--- config.mk ---
export PLATFORM = sky130hd
export DESIGN_NAME = spsmv_ctrl
export DESIGN_NICKNAME = d
export VERILOG_FILES = /design/src/sv/spsmv_pkg.sv /design/src/sv/spsmv_ctrl.sv
export SDC_FILE = /design/constraint.sdc
export NUM_CORES = 1
export LEC_CHECK = 0
export ABC_AREA = 1
export ABC_CLOCK_PERIOD_IN_PS = 2600
export BUFFER_PORTS_ARGS = -buffer_cell sky130_fd_sc_hd__buf_2
export CAP_MARGIN = 5
export CORE_AREA = 2 2 39 41
export CTS_CLUSTER_DIAMETER = 30
export CTS_CLUSTER_SIZE = 14
export DETAILED_ROUTE_END_ITERATION = 7
export DIE_AREA = 0 0 41 43
export GPL_TIMING_DRIVEN = 0
export MAX_ROUTING_LAYER = met4
export PLACE_DENSITY = 0.75
export SLEW_MARGIN = 5
export SYNTH_ARGS = -nofsm -noshare
export SYNTH_HDL_FRONTEND = slang
export SYNTH_SLANG_ARGS = --single-unit
--- constraint.sdc ---
create_clock -name clk -period 2.6 [get_ports clk]
set_input_delay 0 -clock clk [delete_from_list [all_inputs] [get_ports clk]]
set_output_delay 0 -clock clk [all_outputs]
set_load 0.005 [all_outputs]
--- src/sv/spsmv_pkg.sv ---
// Shared types and constants for the seven-point stencil matrix-vector core.
// Used by the controller, the datapath and the top level; depends on nothing.
package spsmv_pkg;

  // Fixed widths of the item fields.
  localparam int unsigned DATA_W = 32;
  localparam int unsigned COEF_W = 40;
  localparam int unsigned ACC_W  = 52;
  localparam int unsigned CFG_AW = 3;

  // Register indexes on the configuration port.
  typedef logic [CFG_AW-1:0] cfg_idx_t;
  localparam cfg_idx_t CFG_SIZE_X    = 3'd0;
  localparam cfg_idx_t CFG_SIZE_Y    = 3'd1;
  localparam cfg_idx_t CFG_SIZE_Z    = 3'd2;
  localparam cfg_idx_t CFG_DELTA_X   = 3'd3;
  localparam cfg_idx_t CFG_DELTA_Y   = 3'd4;
  localparam cfg_idx_t CFG_DELTA_Z   = 3'd5;
  localparam cfg_idx_t CFG_SIGN_MASK = 3'd6;

  // Register reset values.
  localparam logic [6:0]  SIZE_XY_RST   = 7'd64;
  localparam logic [10:0] SIZE_Z_RST    = 11'd64;
  localparam logic [6:0]  SIGN_MASK_RST = 7'd119;

  // Request codes.
  localparam logic REQ_VOXEL = 1'b0;
  localparam logic REQ_FLUSH = 1'b1;

  // Stencil taps in evaluation order.
  typedef logic [2:0] tap_t;
  localparam tap_t TAP_MZ = 3'd0;
  localparam tap_t TAP_MY = 3'd1;
  localparam tap_t TAP_MX = 3'd2;
  localparam tap_t TAP_C  = 3'd3;
  localparam tap_t TAP_PX = 3'd4;
  localparam tap_t TAP_PY = 3'd5;
  localparam tap_t TAP_PZ = 3'd6;

  // Commands from the controller to the datapath.
  typedef struct packed {
    logic accept;
    logic acc_clear;
    logic coef_en;
    logic mul_en;
    logic acc_en;
    logic out_load;
    tap_t tap;
  } spsmv_cmd_t;

  // Status from the datapath to the controller.
  typedef struct packed {
    logic busy;
    logic emit_go;
    logic out_free;
  } spsmv_sts_t;

endpackage

--- src/sv/spsmv_ctrl.sv ---
// Controller: sequences one result through the seven taps of the stencil.
// Depends on spsmv_pkg for the command and status structs.
module spsmv_ctrl (
  input  logic                  clk,
  input  logic                  rst_n,
  input  logic                  in_valid,
  output logic                  in_ready,
  input  spsmv_pkg::spsmv_sts_t sts,
  output spsmv_pkg::spsmv_cmd_t cmd
);
  import spsmv_pkg::*;

  typedef enum logic [5:0] {
    S_IDLE = 6'b000001,
    S_RD   = 6'b000010,
    S_COEF = 6'b000100,
    S_MUL  = 6'b001000,
    S_ACC  = 6'b010000,
    S_OUT  = 6'b100000
  } state_t;

  state_t state_r, state_nxt;
  tap_t   tap_r, tap_nxt;
  logic   in_accept;

  assign in_ready  = (state_r == S_IDLE) && !sts.busy;
  assign in_accept = in_valid && in_ready;

  // Next state and command decode.
  always_comb begin
    state_nxt     = state_r;
    tap_nxt       = tap_r;
    cmd           = '0;
    cmd.tap       = tap_r;
    unique case (state_r)
      S_IDLE: begin
        cmd.accept = in_accept;
        if (in_accept && sts.emit_go) begin
          cmd.acc_clear = 1'b1;
          tap_nxt       = TAP_MZ;
          state_nxt     = S_RD;
        end
      end
      S_RD:   state_nxt = S_COEF;
      S_COEF: begin
        cmd.coef_en = 1'b1;
        state_nxt   = S_MUL;
      end
      S_MUL: begin
        cmd.mul_en = 1'b1;
        state_nxt  = S_ACC;
      end
      S_ACC: begin
        cmd.acc_en = 1'b1;
        if (tap_r == TAP_PZ) begin
          state_nxt = S_OUT;
        end else begin
          tap_nxt   = tap_r + 3'd1;
          state_nxt = S_RD;
        end
      end
      S_OUT: begin
        if (sts.out_free) begin
          cmd.out_load = 1'b1;
          state_nxt    = S_IDLE;
        end
      end
      default: state_nxt = S_IDLE;
    endcase
  end

  // State registers.
  always_ff @(posedge clk) begin
    if (!rst_n) begin
      state_r <= S_IDLE;
      tap_r   <= TAP_MZ;
    end else begin
      state_r <= state_nxt;
      tap_r   <= tap_nxt;
    end
  end

  // The last tap always hands over to the output stage.
  a_last_tap: assert property (@(posedge clk) disable iff (!rst_n)
    (state_r == S_ACC && tap_r == TAP_PZ) |=> (state_r == S_OUT))
    else $error("last tap did not move to the output stage");

  // A transfer is only taken while idle.
  a_accept_idle: assert property (@(posedge clk) disable iff (!rst_n)
    in_accept |-> (state_r == S_IDLE))
    else $error("input transfer outside the idle state");

  // A result starts at the first tap.
  a_start: assert property (@(posedge clk) disable iff (!rst_n)
    (in_accept && sts.emit_go) |=> (state_r == S_RD && tap_r == TAP_MZ))
    else $error("result sequence did not start at the first tap");

endmodule

**Word level (Yosys, flattened, before mapping)**

Index checks and enable logic that the tools add are counted.

- Register bits after elaboration: 9
- Input port bits: 6
- Output and inout bits: 10
- Word-level logic and storage cells: 34

- Add/sub/neg operators: 1
- Equal/unequal tests: 10
- Multiplexer cells: 14
- Reduce and logical (&&, ||, !) cells: 7

Operators by type and width:

| cell | number |
|---|---|
| 6-bit case mux with 6 select lines | 1 |
| 6-bit two-way mux | 3 |
| 6-bit by 1-bit equality test with 1-bit output, second input constant | 1 |
| 6-bit by 2-bit equality test with 1-bit output, second input constant | 1 |
| 6-bit by 3-bit equality test with 1-bit output, second input constant | 1 |
| 6-bit by 4-bit equality test with 1-bit output, second input constant | 1 |
| 6-bit by 5-bit equality test with 1-bit output, second input constant | 1 |
| 6-bit equality test, second input constant | 1 |
| 1-bit two-way mux | 6 |
| 3-bit two-way mux | 2 |
| 3-bit case mux with 2 select lines | 1 |
| 2-bit inequality test, second input constant | 2 |
| 3-bit by 1-bit adder with 3-bit output, second input constant | 1 |
| 3-bit equality test, second input constant | 1 |
| 1-bit logical AND | 3 |
| 3-bit AND reduction | 1 |
| 2-bit two-way mux | 1 |
| 2-bit by 1-bit inequality test with 1-bit output, second input constant | 1 |
| 2-bit AND reduction | 1 |
| 2-bit nonzero test | 1 |
| 1-bit logical NOT | 1 |

**Logic depth before layout (Yosys ltp)**

- Depth after elaboration: 6
- Depth in mapped cells: 8
- Depth with buffers taken out: 8

**Least setup slack after synthesis**

No wires, ideal clock.

- Path kind: register to register
- Start: register tap_r[0]
- End: register tap_r[2]
- Library setup time: 0.115 ns
- Arrival: 1.098 ns
- Required time: 2.485 ns
- Setup slack: 1.387 ns
- Stages on the path, launching flop included: 9
- Path buffers: 0
- Period minus slack after synthesis: 1.213 ns
- Path through: dfxtp_1 -> inv_1 -> ha_1 -> nand2_1 -> nand4_1 -> nand2_4 -> nand3_1 -> nand2_1 -> nor2_1

- Word-level cells in the longest chain between the ends: 3
- Elaborated cells on any way between the ends: 6
- Classes of those cells: add/sub (1); eq/ne (2); mux (2); reduce/logical (1)

Ends and longest elaborated chain:

| what | RTL line | text |
|---|---|---|
| start: declaration | spsmv_ctrl.sv:23 | `tap_t tap_r, tap_nxt;` |
| start signal: assignment | spsmv_ctrl.sv:79 | `tap_r <= tap_nxt;` |
| 3-bit by 1-bit adder with 3-bit output or 3-bit equality test (tied branches) | spsmv_ctrl.sv:58, spsmv_ctrl.sv:55 |  |
| 3-bit two-way mux or 2-bit inequality test (tied branches) | -- |  |
| 3-bit case mux with 2 select lines or 3-bit AND reduction (tied branches) | -- |  |

Several ways; a longest one is shown, not always the timed one. The select of a mux whose other input is x is not followed.
A chain may end at the register's enable or synchronous reset.

==> summary.txt <==
Setup path
  – Reg2Reg Capture Point: tap_r[1]
  – Largest stage delay on the critical path: 0.34 ns
  – Delay-heaviest family, CP: simple AND/OR/NAND/NOR gates
  – Arr. time, crit path: 1.37 ns
  – Crit-path cells: nor2_2, nand2_2, nor2_4, inv_2, nor4_1, buf_2
  – Worst EP required: 2.60 ns
  – CP bufs+invs: 2
  – CP max FO: 5
  – R2r setup slk: 1.29 ns
  – Critical Path Source Type: flop
  – Kind of critical path: reg -> out
  – Slowest CP cell: dfxtp_1
  – Crit path from: state_r[5]
  – Worst reg2reg path depth: 8
  – Critical path capture point type: output port
  – Crit Reg-Reg Startpoint: tap_r[0]

CTS
  – Clk slew on worst S/H paths: 0.06 ns
  – # H-tree levels: 1
  – Clk root buf: clkbuf_4
  – Cts repair resizes: 0
  – Total CTS buffers: 3
  – CTS tree: built
  – Clk sinks: 9
  – Post-CTS Setup Repair Bufs: 0
  – Worst skew pair latency: 0.26 ns
  – Clock buffer depth: 2

Die
  – Core area: 1380 sq um
  – Die X-Extent: 41 um
  – Die height: 43 um
  – Top-level I/O count: 16
  – Row cnt: 14
  – Initial Utilization: 40.3%
  – Die footprint: 1760 sq um

Synthesis
  – Syn Nets: 89
  – Synthesized flop and latch total: 9
  – Post-Syn Area per Cell: 6.89 sq um
  – Yosys Warn Count: 0
  – Post-synthesis cell area: 558 sq um
  – Post-synthesis cell count: 81
  – Post-synthesis sequential area ratio: 32.3%
  – Netlist cell types: 18

Timing
  – Period utilization: 52.8%
  – Period minus WS final: 1.37 ns
  – Fmax achieved: 728 MHz
  – Final hold viol count: 0
  – Setup TNS Final: 0 ns
  – Count of final setup violators: 0
  – Max_slew headroom: 73.3%
  – Slew Viols, Final: 0
  – Final Skew: 0.00368 ns
  – Pin slew with the least headroom to its limit: 0.400 ns
  – WHS: 0.0880 ns
  – Fin worst setup slack: 1.23 ns
  – RSZ-0062 raised after global routing: no

Global routing
  – Gr usage total: 14.8%
  – Largest net degree at the start of global routing: 10
  – First-pass GRT wire length: 1.77 mm
  – Grt total ovfl: 0
  – Initial antenna violation count: 0
  – Vias in the first global route: 447

Detailed routing
  – DRT Pass-1 Iters: 4
  – DRC: 0
  – DRT iter0 DRCs: 13
  – WL final: 1.06 mm
  – Vias per std cell: 4.68
  – Routed Antenna Nets: 0
  – DR vias: 547
  – Routed len/inst: 9.03 um

Pwr
  – Power Internal: 322 uW
  – Clk network pwr share: 20.1%
  – Power Dens Cells: 778 nW/um^2
  – Peak VDD IR: 0.473 mV
  – Sw Pwr: 215 uW
  – Combinational Power Share: 43.7%
  – Power Total: 536 uW
  – Leak pwr: 0.373 nW
  – Flop pwr share: 36.2%
  – Switching Fraction: 40.0%

Placement
  – IO buf count: 15
  – Gpl congestion: 0.711
  – Worst slack, placed: 1.28 ns
  – Post-DP HPWL: 842 um
  – Placed Cells incl. Taps: 112
  – Placed Area: 653 sq um

Run
  – Max Cap Viol: 0

Status
  – Status: completed

Cells and area
  – Antenna cells: 0
  – Area delta synth->final: 23.5%
  – Fin util: 49.8%
  – Final instance area: 689 sq um
  – Fillcell total: 140
  – Ratio of cells with drive above 1 in the final layout: 27.7%
  – Non-filler cells, final: 117
  – Layout Nets: 110

Worst hold path
  – WHS Endpoint: state_r[5]
  – Hold Crit Depth: 4
  – Min-Delay Path Class: in -> reg
  – Hold path start: sts[0]
synth_stat cells:
cell type | n | area [sq um]
o31ai_4 | 1 | 21.3
nand2_2 | 2 | 12.5
inv_1 | 15 | 56.3
nand2_1 | 13 | 48.8
nor2_1 | 13 | 48.8
nor2_2 | 2 | 12.5
inv_2 | 1 | 3.75
dfxtp_1 | 9 | 180
xor2_1 | 1 | 8.76
nor2_4 | 3 | 33.8
nand3_1 | 7 | 35.0
nor3_1 | 2 | 10.0
ha_1 | 2 | 25.0
nand2_4 | 1 | 11.3
nand4_1 | 3 | 18.8
o21ai_0 | 1 | 5.00
a21oi_1 | 4 | 20.0
nor4_1 | 1 | 6.26
repair_timing:
action	CTS	global route
hold endpoints to repair	0	1
hold buffers	0	1
setup endpoints to repair	0	0
final cells by class:
class	count	area (sq um)	share of cell area, %
Multi-Input combinational cell	56	318	46.1
Sequential cell	9	180	26.1
Timing Repair Buffer	16	85.1	12.3
Inverter	16	60.1	8.71
Clock buffer	4	26.3	3.81
Tap cell	16	20.0	2.90
registers in the layout, summed over array words and instances, names as in the netlist:
name,count
state_r,6
tap_r,3
placed cells by master (no fill, tap or decap):
master         instances
o31ai_4                1
nor4_1                 1
dfxtp_1                9
nand2_2                2
nand4_1                3
buf_2                 15
ha_1                   2
a21oi_1                4
clkbuf_1               1
inv_1                 15
nor3_1                 2
nor2_1                13
clkbuf_4               3
xor2_1                 1
dlygate4sd3_1          1
nand3_1                7
nand2_4                1
inv_2                  1
nor2_4                 3
nor2_2                 2
nand2_1               13
o21ai_0                1
worst max path at each step:
| stage | slack (ns) | depth (start not counted) | endpoint |
|---|---|---|---|
| 3_3_place_gp | 1.33 | 8 | tap_r[0] |
| 6_report | 1.23 | 6 | cmd[7] |
| 3_5_place_dp | 1.28 | 8 | tap_r[1] |
| 5_1_grt | 1.01 | 6 | cmd[7] |
| 4_1_cts | 1.21 | 6 | cmd[7] |
| 2_1_floorplan | 1.39 | 8 | tap_r[2] |
cell families after synthesis:
logic type      synth area share, %
compound gates                 8.30
xor+xnor                       1.57
simple gates                   42.6
flops                          32.3
fa+ha+maj                      4.48
buf+inv                        10.8
layer usage:
| metal | track usage, % | share of wire (%) | up-vias |
|---|---|---|---|
| li1 | - | - | 295 |
| met1 | 18.6 | 45 | 243 |
| met2 | 22.2 | 51 | 9 |
| met3 | 3.14 | 3.6 | 0 |
| met4 | 6.00 | 0 | 0 |
| met5 | - | 0 | - |
power by group through the flow:
stage | combinational [mW] | sequential, mW | clock, mW
floorplan | 0.175 | 0.195 | 0
global placement | 0.228 | 0.195 | 0
detailed placement | 0.237 | 0.198 | 0
CTS | 0.237 | 0.194 | 0.110
global route | 0.274 | 0.199 | 0.121
finish | 0.235 | 0.194 | 0.108
worst register-to-register path: stages (launching register included):
cell and delay [ns]:
dfxtp_1 0.37, inv_1 0.08, ha_1 0.22, nand2_1 0.07
nand4_1 0.14, nand2_4 0.13, nand3_1 0.08, nand2_1 0.08
nor2_1 0.03
Power figures use the tool's default switching activity.
